===== src/rtl/core/mbss_pkg.sv =====
// Shared constants, register indexes and types for the masked byte signature scan.
// Used by mbss_window_cmp and masked_byte_signature_scan_core; no dependencies.
`default_nettype none

package mbss_pkg;

    localparam int PATTERN_MAX = 16;
    localparam int OFFSET_BITS = 32;

    localparam int ADDR_W     = 64;
    localparam int HITS_W     = 32;
    localparam int CFG_DATA_W = 64;
    localparam int CFG_IDX_W  = 3;
    localparam int CARE_W     = 16;
    localparam int CFG_LEN_W  = 5;

    // Pattern length and fresh byte count hold 0..PATTERN_MAX
    localparam int LEN_W = $clog2(PATTERN_MAX + 1);
    // Index into the byte history
    localparam int IDX_W = (PATTERN_MAX > 1) ? $clog2(PATTERN_MAX) : 1;

    typedef enum logic [CFG_IDX_W-1:0] {
        REG_PATTERN_LOW    = 3'd0,
        REG_PATTERN_HIGH   = 3'd1,
        REG_CARE_MASK      = 3'd2,
        REG_PATTERN_LENGTH = 3'd3,
        REG_FIRST_ONLY     = 3'd4,
        REG_SEGMENT_BASE   = 3'd5
    } reg_idx_e;

    typedef logic [PATTERN_MAX-1:0][7:0] byte_vec_t;

    // Compare setup handed to the window comparator
    typedef struct packed {
        byte_vec_t              pattern;
        logic [PATTERN_MAX-1:0] care;
        logic [LEN_W-1:0]       len;
    } cmp_cfg_t;

endpackage

`default_nettype wire


===== src/rtl/core/mbss_window_cmp.sv =====
// Masked compare of the byte history against the configured pattern.
// Depends on mbss_pkg; purely combinational.
`default_nettype none

module mbss_window_cmp
    import mbss_pkg::*;
(
    input  byte_vec_t hist,     // hist[0] is the current byte, hist[k] is k bytes back
    input  cmp_cfg_t  cfg,
    output logic      match
);

    always_comb begin
        logic             ok;
        logic [LEN_W-1:0] back;
        ok = 1'b1;
        for (int i = 0; i < PATTERN_MAX; i++) begin
            // pattern byte i sits len-1-i bytes back from the current byte
            back = cfg.len - LEN_W'(1) - LEN_W'(i);
            if ((LEN_W'(i) < cfg.len) && cfg.care[i] &&
                (hist[back[IDX_W-1:0]] != cfg.pattern[i])) begin
                ok = 1'b0;
            end
        end
        match = ok && (cfg.len != '0);
    end

endmodule

`default_nettype wire


===== src/rtl/core/masked_byte_signature_scan_core.sv =====
// Masked byte signature scan: top level with handshake stages, scan state and config.
// Depends on mbss_pkg and mbss_window_cmp.
//
// Bytes of a memory segment enter on the s_ channel, one request per byte, in address
// order; s_segment_end marks the last byte. A request is compared, together with the
// bytes before it, against the configured pattern under the care mask. A result goes
// out on the m_ channel when a match ends at the byte or the byte is the last of the
// segment; other bytes give no result. Matches do not overlap, and with first_only set
// only the first match of a scan is reported. The last byte clears the scan state.
// A byte is registered at the input, then compared, and its result is registered at the
// output, which drives m_valid.
// Throughput: one byte per cycle while no result is held back by a low m_ready.
// When m_ready is low, the result waits in the output register and one more byte waits
// in the input register; s_ready then drops until the result is taken.
// Reset (aresetn low, synchronous) empties both stages, clears the scan state and
// returns the registers to zero, with pattern_length at 1.
// Configuration writes through cfg_we/cfg_index/cfg_wdata take effect at once;
// write them only while no request is in flight. Unknown indexes are ignored.
`default_nettype none

module masked_byte_signature_scan_core
    import mbss_pkg::*;
(
    input  wire                    aclk,
    input  wire                    aresetn,

    input  wire                    cfg_we,
    input  wire [CFG_IDX_W-1:0]    cfg_index,
    input  wire [CFG_DATA_W-1:0]   cfg_wdata,

    input  wire                    s_valid,
    output logic                   s_ready,
    input  wire [7:0]              s_data_byte,
    input  wire                    s_segment_end,

    output logic                   m_valid,
    input  wire                    m_ready,
    output logic                   m_is_match,
    output logic [ADDR_W-1:0]      m_match_address,
    output logic [HITS_W-1:0]      m_hits_so_far,
    output logic                   m_scan_done
);

    localparam int PAT_BITS = 8 * PATTERN_MAX;

    // Configuration registers
    logic [63:0]          pattern_low_reg;
    logic [63:0]          pattern_high_reg;
    logic [CARE_W-1:0]    care_mask_reg;
    logic [CFG_LEN_W-1:0] pattern_length_reg;
    logic                 first_only_reg;
    logic [ADDR_W-1:0]    segment_base_reg;

    // Input stage
    logic                 in_valid_reg;
    logic [7:0]           in_byte_reg;
    logic                 in_end_reg;

    // Scan state
    byte_vec_t            window_reg;
    byte_vec_t            window_next;
    logic [LEN_W-1:0]     fresh_reg;
    logic [LEN_W-1:0]     fresh_next;
    logic [OFFSET_BITS-1:0] offset_reg;
    logic [OFFSET_BITS-1:0] offset_next;
    logic [HITS_W-1:0]    hits_reg;
    logic [HITS_W-1:0]    hits_next;
    logic                 found_reg;
    logic                 found_next;

    // Output stage
    logic                 out_valid_reg;
    logic                 out_match_reg;
    logic [ADDR_W-1:0]    out_addr_reg;
    logic [HITS_W-1:0]    out_hits_reg;
    logic                 out_done_reg;

    logic                 proc;
    logic                 emit;
    logic                 hit;
    logic                 cmp_match;
    logic [LEN_W-1:0]     eff_len;
    logic [LEN_W-1:0]     fresh_inc;
    logic [OFFSET_BITS-1:0] start_off;
    logic [ADDR_W-1:0]    hit_addr;
    logic [127:0]         pattern_all;
    byte_vec_t            hist;
    cmp_cfg_t             cmp_cfg;

    // Handshake: process the held byte once the output register can take a result
    assign proc    = in_valid_reg && (!out_valid_reg || m_ready);
    assign s_ready = !in_valid_reg || proc;

    // Configuration writes
    always_ff @(posedge aclk) begin
        if (!aresetn) begin
            pattern_low_reg    <= '0;
            pattern_high_reg   <= '0;
            care_mask_reg      <= '0;
            pattern_length_reg <= CFG_LEN_W'(1);
            first_only_reg     <= 1'b0;
            segment_base_reg   <= '0;
        end else if (cfg_we) begin
            unique case (reg_idx_e'(cfg_index))
                REG_PATTERN_LOW:    pattern_low_reg    <= cfg_wdata;
                REG_PATTERN_HIGH:   pattern_high_reg   <= cfg_wdata;
                REG_CARE_MASK:      care_mask_reg      <= cfg_wdata[CARE_W-1:0];
                REG_PATTERN_LENGTH: pattern_length_reg <= cfg_wdata[CFG_LEN_W-1:0];
                REG_FIRST_ONLY:     first_only_reg     <= cfg_wdata[0];
                REG_SEGMENT_BASE:   segment_base_reg   <= cfg_wdata;
                default: ;
            endcase
        end
    end

    // Input register
    always_ff @(posedge aclk) begin
        if (!aresetn) begin
            in_valid_reg <= 1'b0;
        end else if (s_ready) begin
            in_valid_reg <= s_valid;
        end
    end

    always_ff @(posedge aclk) begin
        if (s_ready && s_valid) begin
            in_byte_reg <= s_data_byte;
            in_end_reg  <= s_segment_end;
        end
    end

    // Compare setup; an overlong length acts as the full window
    assign pattern_all = {pattern_high_reg, pattern_low_reg};
    assign eff_len = (pattern_length_reg > CFG_LEN_W'(PATTERN_MAX)) ?
                     LEN_W'(PATTERN_MAX) : LEN_W'(pattern_length_reg);

    always_comb begin
        cmp_cfg.pattern = byte_vec_t'(pattern_all[PAT_BITS-1:0]);
        cmp_cfg.care    = care_mask_reg[PATTERN_MAX-1:0];
        cmp_cfg.len     = eff_len;
    end

    always_comb begin
        hist[0]        = in_byte_reg;
        window_next[0] = in_byte_reg;
        for (int k = 1; k < PATTERN_MAX; k++) begin
            hist[k]        = window_reg[k-1];
            window_next[k] = window_reg[k-1];
        end
    end

    mbss_window_cmp u_cmp (
        .hist  (hist),
        .cfg   (cmp_cfg),
        .match (cmp_match)
    );

    assign fresh_inc = (fresh_reg < LEN_W'(PATTERN_MAX)) ? fresh_reg + LEN_W'(1) : fresh_reg;
    assign hit = cmp_match && (fresh_inc >= eff_len) && !(first_only_reg && found_reg);

    assign start_off = offset_reg - OFFSET_BITS'(eff_len) + OFFSET_BITS'(1);
    assign hit_addr  = segment_base_reg + ADDR_W'(start_off);

    assign fresh_next  = hit ? '0 : fresh_inc;
    assign offset_next = offset_reg + OFFSET_BITS'(1);
    assign hits_next   = (hit && (hits_reg != '1)) ? hits_reg + HITS_W'(1) : hits_reg;
    assign found_next  = found_reg || hit;
    assign emit        = hit || in_end_reg;

    // Scan state: advance per processed byte, clear after the segment's last byte
    always_ff @(posedge aclk) begin
        if (!aresetn) begin
            window_reg <= '0;
            fresh_reg  <= '0;
            offset_reg <= '0;
            hits_reg   <= '0;
            found_reg  <= 1'b0;
        end else if (proc) begin
            if (in_end_reg) begin
                window_reg <= '0;
                fresh_reg  <= '0;
                offset_reg <= '0;
                hits_reg   <= '0;
                found_reg  <= 1'b0;
            end else begin
                window_reg <= window_next;
                fresh_reg  <= fresh_next;
                offset_reg <= offset_next;
                hits_reg   <= hits_next;
                found_reg  <= found_next;
            end
        end
    end

    // Output register
    always_ff @(posedge aclk) begin
        if (!aresetn) begin
            out_valid_reg <= 1'b0;
        end else if (proc && emit) begin
            out_valid_reg <= 1'b1;
        end else if (m_ready) begin
            out_valid_reg <= 1'b0;
        end
    end

    always_ff @(posedge aclk) begin
        if (proc && emit) begin
            out_match_reg <= hit;
            out_addr_reg  <= hit ? hit_addr : '0;
            out_hits_reg  <= hits_next;
            out_done_reg  <= in_end_reg;
        end
    end

    assign m_valid         = out_valid_reg;
    assign m_is_match      = out_match_reg;
    assign m_match_address = out_addr_reg;
    assign m_hits_so_far   = out_hits_reg;
    assign m_scan_done     = out_done_reg;

    // Every result is a match or the end of a segment
    a_result_has_cause: assert property (@(posedge aclk) disable iff (!aresetn)
        m_valid |-> (m_is_match || m_scan_done))
        else $error("result with neither match nor segment end");

    // A reported match is counted
    a_match_counted: assert property (@(posedge aclk) disable iff (!aresetn)
        (m_valid && m_is_match) |-> (m_hits_so_far != '0))
        else $error("match reported with zero hit count");

    // No match means no address
    a_addr_zero: assert property (@(posedge aclk) disable iff (!aresetn)
        (m_valid && !m_is_match) |-> (m_match_address == '0))
        else $error("address set on a result without match");

    // The last byte of a segment leaves a clean scan state
    a_scan_clear: assert property (@(posedge aclk) disable iff (!aresetn)
        (proc && in_end_reg) |=>
            (offset_reg == '0 && hits_reg == '0 && fresh_reg == '0 && !found_reg))
        else $error("scan state not cleared after segment end");

endmodule

`default_nettype wire

===== config.mk =====
export PLATFORM = sky130hd
export DESIGN_NAME = masked_byte_signature_scan_core
export DESIGN_NICKNAME = d
export VERILOG_FILES = /design/src/rtl/core/mbss_pkg.sv /design/src/rtl/core/mbss_window_cmp.sv /design/src/rtl/core/masked_byte_signature_scan_core.sv
export SDC_FILE = /design/constraint.sdc
export NUM_CORES = 2
export LEC_CHECK = 0
export ABC_CLOCK_PERIOD_IN_PS = 28700
export BUFFER_PORTS_ARGS = -buffer_cell sky130_fd_sc_hd__clkbuf_2
export CORE_ASPECT_RATIO = 0.8
export CORE_UTILIZATION = 45
export DETAILED_ROUTE_END_ITERATION = 12
export MAX_ROUTING_LAYER = met4
export SYNTH_ARGS = -nofsm -noshare
export SYNTH_HDL_FRONTEND = slang
export SYNTH_SLANG_ARGS = --single-unit
export TNS_END_PERCENT = 50

===== constraint.sdc =====
create_clock -name aclk -period 28.7 [get_ports aclk]
set_input_delay 0 -clock aclk [delete_from_list [all_inputs] [get_ports aclk]]
set_output_delay 0 -clock aclk [all_outputs]
set_load 0.005 [all_outputs]

==> results.sh <==
export IMPL_finalWirelength_mm=122
export IMPL_final_antenna_net_count=0
export IMPL_arrival_ps=9670
export IMPL_clockBufferDepth=3
export IMPL_synth_seq_cells=513
export IMPL_cts_resized=0
export IMPL_final_layout_size_suffix_gt1_frac=0.124
export IMPL_synth_cell_types=87
export IMPL_cts_sinks=513
export IMPL_setup_violations=0
export IMPL_syn_to_final_growth_pct=12.9
export IMPL_drt_iter0_markers=3612
export IMPL_grt_antenna_before_repair=4
export IMPL_cp_end_kind="flop"
export IMPL_dr_pass1_iters=6
export IMPL_core_area_sq_um=73900
export IMPL_synthArstFlopShare=0
export IMPL_final_nets=4260
export IMPL_syn_avg_cell_area_sq_um=8.53
export IMPL_cts_root_buf="clkbuf_16"
export IMPL_grt_pass1_wl_mm=181
export IMPL_synth_nets=4145
export IMPL_ios=181
export IMPL_synth_area_leaders="dfxtp_1 (24%), edfxtp_1 (9.5%), mux2i_1 (7.7%)"
export IMPL_path_delay_family="compound AO/OA/AOI/OAI gates"
export IMPL_outcome="finished, final reports clean"
export IMPL_hold_viol=0
export IMPL_die_w_um=308
export IMPL_cp_required_ps=29070
export IMPL_path_clk_slew_ps=70
export IMPL_syn_area_sq_um=33700
export IMPL_crit_type="reg2reg"
export IMPL_grt_max_degree=121
export IMPL_via_count=31100
export IMPL_slew_headroom=0.189
export IMPL_numCtsBuffers=54
export IMPL_tns_ps=0
export IMPL_fin_crit_ps=9300
export IMPL_synth_flop_cell="dfxtp_1"
export IMPL_drc=0
export IMPL_hold_path_class="in2reg"
export IMPL_largest_reg_flops=120
export IMPL_drv_slew=0
export IMPL_tightest_slew_ps=1200
export IMPL_seq_area_frac_synth=0.337
export IMPL_yosys_area_top_type="dfxtp_1"
export IMPL_skew_ps=26.1
export IMPL_die_area_sq_um=76000
export IMPL_fmax_mhz=107
export IMPL_grt_setup_unrepaired="false"
export IMPL_vias_per_cell=6.09
export IMPL_initial_core_util=0.456
export IMPL_cts_tree="done"
export IMPL_slowest_stage="nor4_1"
export IMPL_die_y_um=247
export IMPL_max_stage_delay_ps=640
export IMPL_grt_pass1_vias=27900
export IMPL_synthCells=3949
export IMPL_grt_overflow=0
export IMPL_fin_crit_sh=0.324
export IMPL_final_fill_count=7077
export IMPL_power_leakage_nw=15.6
export IMPL_crit_fanout=40
export IMPL_num_rows=89
export IMPL_port_buffer_count=180
export IMPL_ys_warn_count=0
export IMPL_final_util=0.514
export IMPL_htreeDepth=2
export IMPL_gp_congestion=1.05
export IMPL_ir_drop_uv=45.9
export IMPL_clk_latency_ps=650
export IMPL_dp_hpwl_mm=87.8
export IMPL_routedWlPerCell_um=23.9
export IMPL_post_cts_buffers=0
export IMPL_holdBufCountCts=83
export IMPL_start_kind="flop"
export IMPL_cap_viol_max_count=0
export IMPL_critPathBufInv=4
export IMPL_power_density_nw_per_um2=46.1
export IMPL_grt_usage=0.323
export IMPL_synth_edf_count=107
export IMPL_synth_top_area_frac=0.241
==> final cells by class <==
class                      count  area (sq um)  area share
antenna                        1          2.50   0.0000658
tap                         1001          1250      0.0329
clock buffer                  77          1600      0.0421
multi-input combinational   3078         21000       0.553
inverter                      90           348     0.00914
timing repair buffer         327          2210      0.0582
clock inverter                25           259     0.00681
sequential                   513         11300       0.298
==> synthesized netlist by cell type (14+ instances only) <==
master	number
a211oi_1	14
a21o_1	34
a21oi_1	469
a22oi_1	31
a31oi_1	22
and2_1	19
and3_1	150
buf_1	43
buf_2	24
clkbuf_1	192
dfxtp_1	406
edfxtp_1	107
ha_1	113
inv_1	84
mux2_2	27
mux2i_1	260
mux4_2	101
nand2_1	572
nand2b_1	25
nand3_1	71
nand4_1	38
nor2_1	348
nor2b_1	27
nor3_1	54
nor4_1	19
o211ai_1	15
o21ai_0	94
o22ai_1	33
or3_1	19
or4_1	15
xnor2_1	170
xor2_1	139
==> cell families (layout without fill, tap and decap cells) <==
group	Yosys count	after routing	share of synthesized area
DFF	513	513	0.337
xor gates and xnor gates	309	309	0.0803
buffers and inverters	358	519	0.0420
adders and majority gates	115	115	0.0432
and+or+nand+nor	1410	1410	0.192
AOI/OAI and AO/OA	856	856	0.152
muxes	388	388	0.154
other	0	1	0
==> through the flow <==
step	total power [W]	setup WS, ps	hold WS, ps	instance area (sq um)	cells
CTS	0.00176	19650	76.2	38000	5111
floorplan	0.000931	16470	98.9	33700	3949
global route	0.00181	18870	101	38000	5112
finish	0.00175	19400	97.9	38000	5112
global placement	0.00101	19880	179	35300	4926
detailed placement	0.00101	19730	179	35300	4926
==> path summary, 6_finish.rpt <==
path / from / end / slack [ps] / cells past startpoint
worst max-delay path: pattern_length_reg[4] / m_match_address[62] / 19400 / 36
worst max register to register: pattern_length_reg[4] / m_match_address[62] / 19400 / 36
worst min register to register: pattern_low_reg[12] / pattern_low_reg[12] / 450 / 2
worst min-delay path: s_data_byte[7] / in_byte_reg[7] / 100 / 2
==> layout by cell type, fill, tap and decap left out, types with 15 or more instances in the layout <==
cell type | synthesis | layout
o21ai_0 | 94 | 94
ha_1 | 113 | 112
mux4_2 | 101 | 101
o211ai_1 | 15 | 15
a31oi_1 | 22 | 22
nor3_1 | 54 | 53
or3_1 | 19 | 18
xor2_1 | 139 | 139
dfxtp_1 | 406 | 404
buf_4 | 8 | 64
edfxtp_1 | 107 | 107
or4_1 | 15 | 15
nor4_1 | 19 | 19
nor2_1 | 348 | 346
nand2_1 | 572 | 570
mux2i_1 | 260 | 260
nand4_1 | 38 | 38
a21oi_1 | 469 | 468
nor2b_1 | 27 | 25
nand3_1 | 71 | 71
a21o_1 | 34 | 34
o22ai_1 | 33 | 33
clkbuf_2 | 0 | 180
nand2b_1 | 25 | 23
inv_1 | 84 | 84
clkbuf_16 | 0 | 56
a22oi_1 | 31 | 31
dlygate4sd3_1 | 0 | 83
xnor2_1 | 170 | 168
and3_1 | 150 | 150
mux2_2 | 27 | 27
and2_1 | 19 | 18
==> layer usage <==
metal | vias to the layer above | wire (um) | global-route usage
met5 | - | 0 | -
met4 | 0 | 3410 | 0.0920
met3 | 182 | 14100 | 0.0839
met2 | 1620 | 51500 | 0.458
met1 | 15000 | 53100 | 0.450
li1 | 14300 | - | -
==> report_power, final <==
group	switching [W]	leakage (nW)	internal [W]
sequential	0.0000135	4.31	0.000753
combinational	0.000158	10.4	0.0000851
clock	0.000317	0.921	0.000426
(Power assumes the default switching activity.)
